`config.mk`:
```
export PLATFORM = sky130hd
export DESIGN_NAME = sdc_angle_reduce
export DESIGN_NICKNAME = d
export VERILOG_FILES = /design/src/rtl/sdc_pkg.sv /design/src/rtl/sdc_angle_reduce.sv
export VERILOG_INCLUDE_DIRS = /design/src /design/src/rtl
export SDC_FILE = /design/constraint.sdc
export NUM_CORES = 1
export LEC_CHECK = 0
export BUFFER_PORTS_ARGS = -buffer_cell sky130_fd_sc_hd__buf_2
export CAP_MARGIN = 0
export CORE_MARGIN = 3
export CORE_UTILIZATION = 55
export CTS_CLUSTER_SIZE = 24
export DETAILED_ROUTE_END_ITERATION = 12
export PLACE_DENSITY = 0.76
export SYNTH_ARGS = -nofsm -noshare
export SYNTH_HDL_FRONTEND = slang
export SYNTH_SLANG_ARGS = --single-unit
export TNS_END_PERCENT = 30
```
`constraint.sdc`:
```
create_clock -name clk -period 11.4 [get_ports clk]
set_clock_uncertainty 0.2 [all_clocks]
set_input_delay 1.71 -clock clk [delete_from_list [all_inputs] [get_ports clk]]
set_output_delay 1.71 -clock clk [all_outputs]
set_load 0.01 [all_outputs]
```
`src/rtl/assert_macros.svh`:
```
// Assertion macros shared by sdc_angle_reduce and sky_direction_cosines_core.
`ifndef ASSERT_MACROS_SVH
`define ASSERT_MACROS_SVH
`ifndef SYNTH
`define SDC_ASSERT(lbl, clk, rst_n, prop) \
	lbl: assert property (@(posedge clk) disable iff (!rst_n) prop) \
		else $error("sdc assertion failed");
`define SDC_ASSERT_IMP(lbl, clk, rst_n, cond, prop) \
	lbl: assert property (@(posedge clk) disable iff (!rst_n) (cond) |-> (prop)) \
		else $error("sdc assertion failed");
`else
`define SDC_ASSERT(lbl, clk, rst_n, prop)
`define SDC_ASSERT_IMP(lbl, clk, rst_n, cond, prop)
`endif
`endif

```
`src/rtl/sdc_pkg.sv`:
```
`default_nettype none
package sdc_pkg;

	localparam int AF    = 28;
	localparam int VF    = 30;
	localparam int STEPS = 30;
	localparam int AW    = 33;
	localparam int VW    = 34;
	localparam int MW    = 36;
	localparam int OW    = 32;
	localparam int LANES = 2;

	typedef logic signed [AW-1:0]   angle_t;
	typedef logic signed [VW-1:0]   value_t;
	typedef logic signed [MW-1:0]   mul_t;
	typedef logic signed [2*MW-1:0] prod_t;
	typedef logic signed [OW-1:0]   out_t;
	typedef logic [1:0]             cfg_idx_t;

	typedef struct packed {
		logic valid;
		logic last;
	} ctl_t;

	localparam cfg_idx_t REG_CENTRE_RA   = 2'd0;
	localparam cfg_idx_t REG_CENTRE_SDEC = 2'd1;
	localparam cfg_idx_t REG_CENTRE_CDEC = 2'd2;

	localparam logic [63:0] PI_Q60   = 64'h3243F6A8885A308D;
	localparam logic [63:0] GAIN_Q62 = 64'd2800459870029452964;

	function automatic logic [63:0] round_shift(input logic [63:0] v, input int s);
		return (v + (64'd1 << (s - 1))) >> s;
	endfunction

	localparam angle_t PI_A      = angle_t'(round_shift(PI_Q60, 60 - AF));
	localparam angle_t HALF_PI_A = angle_t'(round_shift(PI_Q60, 61 - AF));
	localparam angle_t TWO_PI_A  = angle_t'(round_shift(PI_Q60, 59 - AF));
	localparam value_t CORDIC_K  = value_t'(round_shift(GAIN_Q62, 62 - VF));
	localparam out_t   ONE_OUT   = out_t'(64'd1 << VF);

	function automatic logic [63:0] atan_q60(input int i);
		logic signed [63:0] sum;
		logic [63:0] t;
		int e;
		sum = '0;
		if (i == 0)
			return PI_Q60 >> 2;
		for (int k = 0; (2 * k + 1) * i <= 60; k++) begin
			e = 60 - (2 * k + 1) * i;
			t = (64'd1 << e) / 64'(2 * k + 1);
			sum = k[0] ? sum - $signed(t) : sum + $signed(t);
		end
		return sum;
	endfunction

	typedef angle_t atan_tab_t [STEPS];

	function automatic atan_tab_t build_atan();
		atan_tab_t tab;
		for (int i = 0; i < STEPS; i++)
			tab[i] = angle_t'(round_shift(atan_q60(i), 60 - AF));
		return tab;
	endfunction

	localparam atan_tab_t ATAN_TAB = build_atan();

	// Product rounded half away from zero to the value format.
	function automatic mul_t qmul(input mul_t a, input mul_t b);
		prod_t p;
		logic [2*MW-1:0] mag;
		logic [2*MW-1:0] r;
		p = a * b;
		mag = p[2*MW-1] ? (2*MW)'(-p) : (2*MW)'(p);
		r = (mag + ((2*MW)'(1) << (VF - 1))) >> VF;
		return p[2*MW-1] ? -mul_t'(r) : mul_t'(r);
	endfunction

	function automatic out_t sat_out(input logic signed [MW:0] v);
		if (v > (MW+1)'(ONE_OUT))
			return ONE_OUT;
		if (v < -(MW+1)'(ONE_OUT))
			return -ONE_OUT;
		return out_t'(v);
	endfunction

endpackage
`default_nettype wire

```
`src/rtl/sdc_angle_reduce.sv`:
```
`default_nettype none
`include "assert_macros.svh"
module sdc_angle_reduce (
	input  wire logic                  clk,
	input  wire logic                  arst_n,
	input  wire logic                  en,
	input  wire sdc_pkg::ctl_t         ctl_i,
	input  wire logic [30:0]           ra,
	input  wire logic signed [29:0]    dec,
	input  wire logic [30:0]           ra0,
	output sdc_pkg::ctl_t              ctl_o,
	output sdc_pkg::angle_t            dec_o,
	output sdc_pkg::angle_t            dra_o,
	output logic                       dec_flip_o,
	output logic                       dra_flip_o
);

	sdc_pkg::ctl_t  ctl_s1, ctl_s2, ctl_s3;
	sdc_pkg::angle_t dec_s1, dra_s1, dec_s2, dra_s2, dec_s3, dra_s3;
	logic dec_flip_s3, dra_flip_s3;

	function automatic sdc_pkg::angle_t wrap(input sdc_pkg::angle_t a);
		sdc_pkg::angle_t r;
		if (a >= sdc_pkg::TWO_PI_A)
			r = a - sdc_pkg::TWO_PI_A;
		else if (a <= -sdc_pkg::TWO_PI_A)
			r = a + sdc_pkg::TWO_PI_A;
		else
			r = a;
		if (r > sdc_pkg::PI_A)
			r = r - sdc_pkg::TWO_PI_A;
		else if (r <= -sdc_pkg::PI_A)
			r = r + sdc_pkg::TWO_PI_A;
		return r;
	endfunction

	always_ff @(posedge clk or negedge arst_n) begin
		if (!arst_n) begin
			ctl_s1 <= '0;
			ctl_s2 <= '0;
			ctl_s3 <= '0;
		end else if (en) begin
			ctl_s1 <= ctl_i;
			ctl_s2 <= ctl_s1;
			ctl_s3 <= ctl_s2;
		end
	end

	always_ff @(posedge clk) begin
		if (en) begin
			dec_s1 <= sdc_pkg::angle_t'(dec);
			dra_s1 <= sdc_pkg::angle_t'(ra) - sdc_pkg::angle_t'(ra0);
			dec_s2 <= wrap(dec_s1);
			dra_s2 <= wrap(dra_s1);
			if (dec_s2 > sdc_pkg::HALF_PI_A) begin
				dec_s3 <= dec_s2 - sdc_pkg::PI_A;
				dec_flip_s3 <= 1'b1;
			end else if (dec_s2 < -sdc_pkg::HALF_PI_A) begin
				dec_s3 <= dec_s2 + sdc_pkg::PI_A;
				dec_flip_s3 <= 1'b1;
			end else begin
				dec_s3 <= dec_s2;
				dec_flip_s3 <= 1'b0;
			end
			if (dra_s2 > sdc_pkg::HALF_PI_A) begin
				dra_s3 <= dra_s2 - sdc_pkg::PI_A;
				dra_flip_s3 <= 1'b1;
			end else if (dra_s2 < -sdc_pkg::HALF_PI_A) begin
				dra_s3 <= dra_s2 + sdc_pkg::PI_A;
				dra_flip_s3 <= 1'b1;
			end else begin
				dra_s3 <= dra_s2;
				dra_flip_s3 <= 1'b0;
			end
		end
	end

	assign ctl_o      = ctl_s3;
	assign dec_o      = dec_s3;
	assign dra_o      = dra_s3;
	assign dec_flip_o = dec_flip_s3;
	assign dra_flip_o = dra_flip_s3;

	`SDC_ASSERT_IMP(a_dra_folded, clk, arst_n, ctl_s3.valid,
		dra_s3 <= sdc_pkg::HALF_PI_A && dra_s3 >= -sdc_pkg::HALF_PI_A)
	`SDC_ASSERT_IMP(a_dec_folded, clk, arst_n, ctl_s3.valid,
		dec_s3 <= sdc_pkg::HALF_PI_A && dec_s3 >= -sdc_pkg::HALF_PI_A)
	`SDC_ASSERT_IMP(a_wrap_range, clk, arst_n, ctl_s2.valid,
		dra_s2 <= sdc_pkg::PI_A && dra_s2 > -sdc_pkg::PI_A)

endmodule
`default_nettype wire

```
==> out/summary.md <==
## Global route
• GRT Util Overall: 23.04%
• total grt overflow: 0
• initial antenna violation count: 0
• wire length of the first global-routing pass: 54720 µm
• via count of the first global-routing pass: 10978
• pin count of the biggest net entering global routing: 109

## Routing
• detailed router's first-iteration violation count: 1322
• post-route DRC violation count: 0
• antenna-violating nets left: 0
• Detailed Routing Iterations Pass 1: 5
• routed wire length per instance: 17.63 µm
• average via count per standard cell: 6.214
• aggregate routed wire length: 33350 µm
• via count: 11756

## Worst setup path
• Critical Setup Path Class: flop to flop
• largest fanout of any net on the critical path: 18
• buffering stage count on the worst path with inverters included: 0
• logic depth of the worst path, buffers included: 12
• arrival time at the worst endpoint: 5970 ps
• kind of cell with the highest combined delay on the critical path: simple AND/OR/NAND/NOR gates
• crit start category: flop
• number of cells traversed by the worst register-to-register path: 12
• Crit path required time: 11460 ps
• kind of end point of the critical path: flop
• largest stage delay on the critical path: 660 ps
• chain of cells forming the critical path: or4_4 -> nor4_4 -> nand2_1 -> o21ai_4 -> a21oi_1 -> xnor2_1 -> or3b_2 -> nor4_2 -> a311o_1 -> and2_1 -> nor3_1 -> or3_1
• slowest stage cell, crit path: sky130_fd_sc_hd__and2_1

## Power and ir drop
• leakage power total: 5.943 nW
• Design Power: 2.928 mW
• Worst IR Drop VDD: 0.1526 mV
• power density of the placed cells: 185.9 nW/µm²

## Synth
• main area contributors after synthesis: sky130_fd_sc_hd__edfxtp_1 41%, sky130_fd_sc_hd__xnor2_1 6.7%, sky130_fd_sc_hd__ha_1 3.6%
• sequential share of the synthesized area: 42.20%
• Cell variety after synth: 97
• number of enable-type register cells in the synthesized netlist: 196
• share of Yosys cell area claimed by the top area cell type: 41.15%
• Synthesis Warnings: 0
• number of register bits inferred by synthesis: 202
• Cell Area, Synth: 14300 µm²
• mean instance size in the synthesized netlist: 9.716 µm²
• cell taking the most area after synthesis: sky130_fd_sc_hd__edfxtp_1
• Post-Syn Instances: 1472
• share of flip-flops with an asynchronous set or reset: 2.970%
• most common flop cell mapped by yosys: sky130_fd_sc_hd__edfxtp_1
• syn_nets: 1611

## Floorplan
• Die Span Y: 167.3 µm
• floorplan row count: 58
• core outline area: 25400 µm²
• floorplan die width: 167.3 µm
• full die area: 27970 µm²
• number of top-level pins: 167
• Starting Density: 56.31%

## CTS
• Post-CTS Repair Setup Buffers: 0
• number of buffers added by the clock tree synthesis step: 22
• clock-pin transition on the worst setup and hold timing paths: 60 ps
• Hold-fix buffers, CTS: 0
• sink count of the clock tree: 202
• post-CTS sizing: 0
• cell at the root of the clock tree: sky130_fd_sc_hd__clkbuf_16
• clock tree from TritonCTS: done
• Skew-Pair Late Insertion Delay: 510 ps
• count of H-tree levels built during CTS: 1
• clock buffer depth: 3

## Finish
• fraction of final layout cells with drive strength greater than 1: 16.90%
• number of fill cells: 2147
• top library cells by usage in the layout, fill and taps aside: 196 x sky130_fd_sc_hd__edfxtp_1, 165 x sky130_fd_sc_hd__buf_2, 110 x sky130_fd_sc_hd__xnor2_1
• ant diodes: 0
• relative area change from synthesis to final layout: 10.15%
• most common cell after layout, fill and taps aside: sky130_fd_sc_hd__edfxtp_1
• # nets final: 1687

## Place
• placer congestion estimate: 1.061
• number of buffers inserted by port buffering: 166
• Final HPWL DP: 25390 µm

## Hold path
• class of the worst hold path: flop to flop
• number of instances on the worst hold path: 0

## Timing
• WHS: 217.0 ps
• number of hold violations in the final report: 0
• min cycle time layout: 5909 ps
• Final Cycle Share: 51.83%
• Peak Freq: 0.1692 GHz
• slew of the pin with the lowest slew margin: 1111 ps
• final slew viol count: 0
• normalized max-slew margin: 25.92%
• setup TNS: 0 ps
• final setup violation count: 0
• unrepaired setup endpoints after global routing: no

## Outcome
• status: complete, no violations

## Flow run
• number of max-capacitance violations reported: 0

## state kept, by name, indices dropped and copies added, names as in the netlist
name and flops:
ctl_s1 2, dec_flip_o 1, dra_s2 33, dec_s2 33, dra_flip_o 1, ctl_o 2
dra_o 33, dec_o 33, dra_s1 32, ctl_s2 2, dec_s1 30
## worst reg2reg max path: cells and delay by family, from the launching register on
| family | cells | cell delay (ps) |
|---|---|---|
| compound gates | 3 | 1170 |
| xor+xnor | 1 | 640 |
| flops | 1 | 520 |
| simple gates | 8 | 3140 |
## power by group
part | total [mW] | internal [mW] | switching, mW | leakage (nW)
registers | 1.21 | 1.04 | 0.168 | 1.99
clock network | 0.646 | 0.376 | 0.269 | 0.325
logic | 1.08 | 0.455 | 0.621 | 3.63
total | 2.93 | 1.87 | 1.06 | 5.94
## through the flow
stage | std cells | cell area, µm² | util [%] | worst slack, ps
CTS | 1892 | 15750 | 62.02 | 5588
global placement | 1854 | 15090 | 59.42 | 5707
floorplan | 1472 | 14300 | - | 6238
detailed placement | 1854 | 15090 | 59.42 | 5585
finish | 1892 | 15750 | 62.02 | 5491
global route | 1892 | 15750 | 62.02 | 5141
## layout make-up
| type | instances | area [µm²] | area share (%) |
|---|---|---|---|
| clock inverters | 12 | 95.09 | 0.6037 |
| well taps | 330 | 412.9 | 2.621 |
| clock buffers | 26 | 565.5 | 3.590 |
| inverters | 69 | 259.0 | 1.644 |
| flip-flops and latches | 202 | 6036 | 38.32 |
| multi-input cells | 1083 | 7515 | 47.70 |
| repair buffers | 170 | 869.6 | 5.520 |
## kinds of logic after synthesis
group / Yosys count / share of synthesized area (%)
compound gates: 445 / 22.17
fa+ha+maj: 42 / 3.727
flops: 202 / 42.20
mux: 11 / 0.9973
xor+xnor: 151 / 9.458
simple gates: 434 / 16.17
buf+inv: 187 / 5.276
## Yosys cell counts (27+ instances only)
| cell | number |
|---|---|
| sky130_fd_sc_hd__a21o_1 | 30 |
| sky130_fd_sc_hd__a21oi_1 | 83 |
| sky130_fd_sc_hd__a31oi_1 | 30 |
| sky130_fd_sc_hd__clkbuf_1 | 93 |
| sky130_fd_sc_hd__edfxtp_1 | 196 |
| sky130_fd_sc_hd__ha_1 | 41 |
| sky130_fd_sc_hd__inv_1 | 69 |
| sky130_fd_sc_hd__nand2_1 | 93 |
| sky130_fd_sc_hd__nor2_1 | 106 |
| sky130_fd_sc_hd__nor3_1 | 46 |
| sky130_fd_sc_hd__o21ai_0 | 72 |
| sky130_fd_sc_hd__o22ai_1 | 27 |
| sky130_fd_sc_hd__xnor2_1 | 110 |
| sky130_fd_sc_hd__xor2_1 | 37 |
## layer usage
metal	track usage [%]	up-vias	share of wire, %
met5	0	-	0
met4	9.534	0	4.2
met3	2.762	98	7.6
met2	36.66	550	45
met1	32.33	5469	43
li1	-	5639	-
## worst paths after layout
kind                                    to       start  slack [ps]
worst min register to register  dec_s2[27]  dec_s1[27]         220
worst min-delay path            dec_s2[27]  dec_s1[27]         220
max in group asynchronous        ctl_s1[0]      arst_n       10050
worst max-delay path            dra_s2[30]  dra_s1[20]        5490
min in group asynchronous         ctl_o[1]      arst_n         810
worst max register to register  dra_s2[30]  dra_s1[20]        5490
Power figures use the tool's default switching activity.
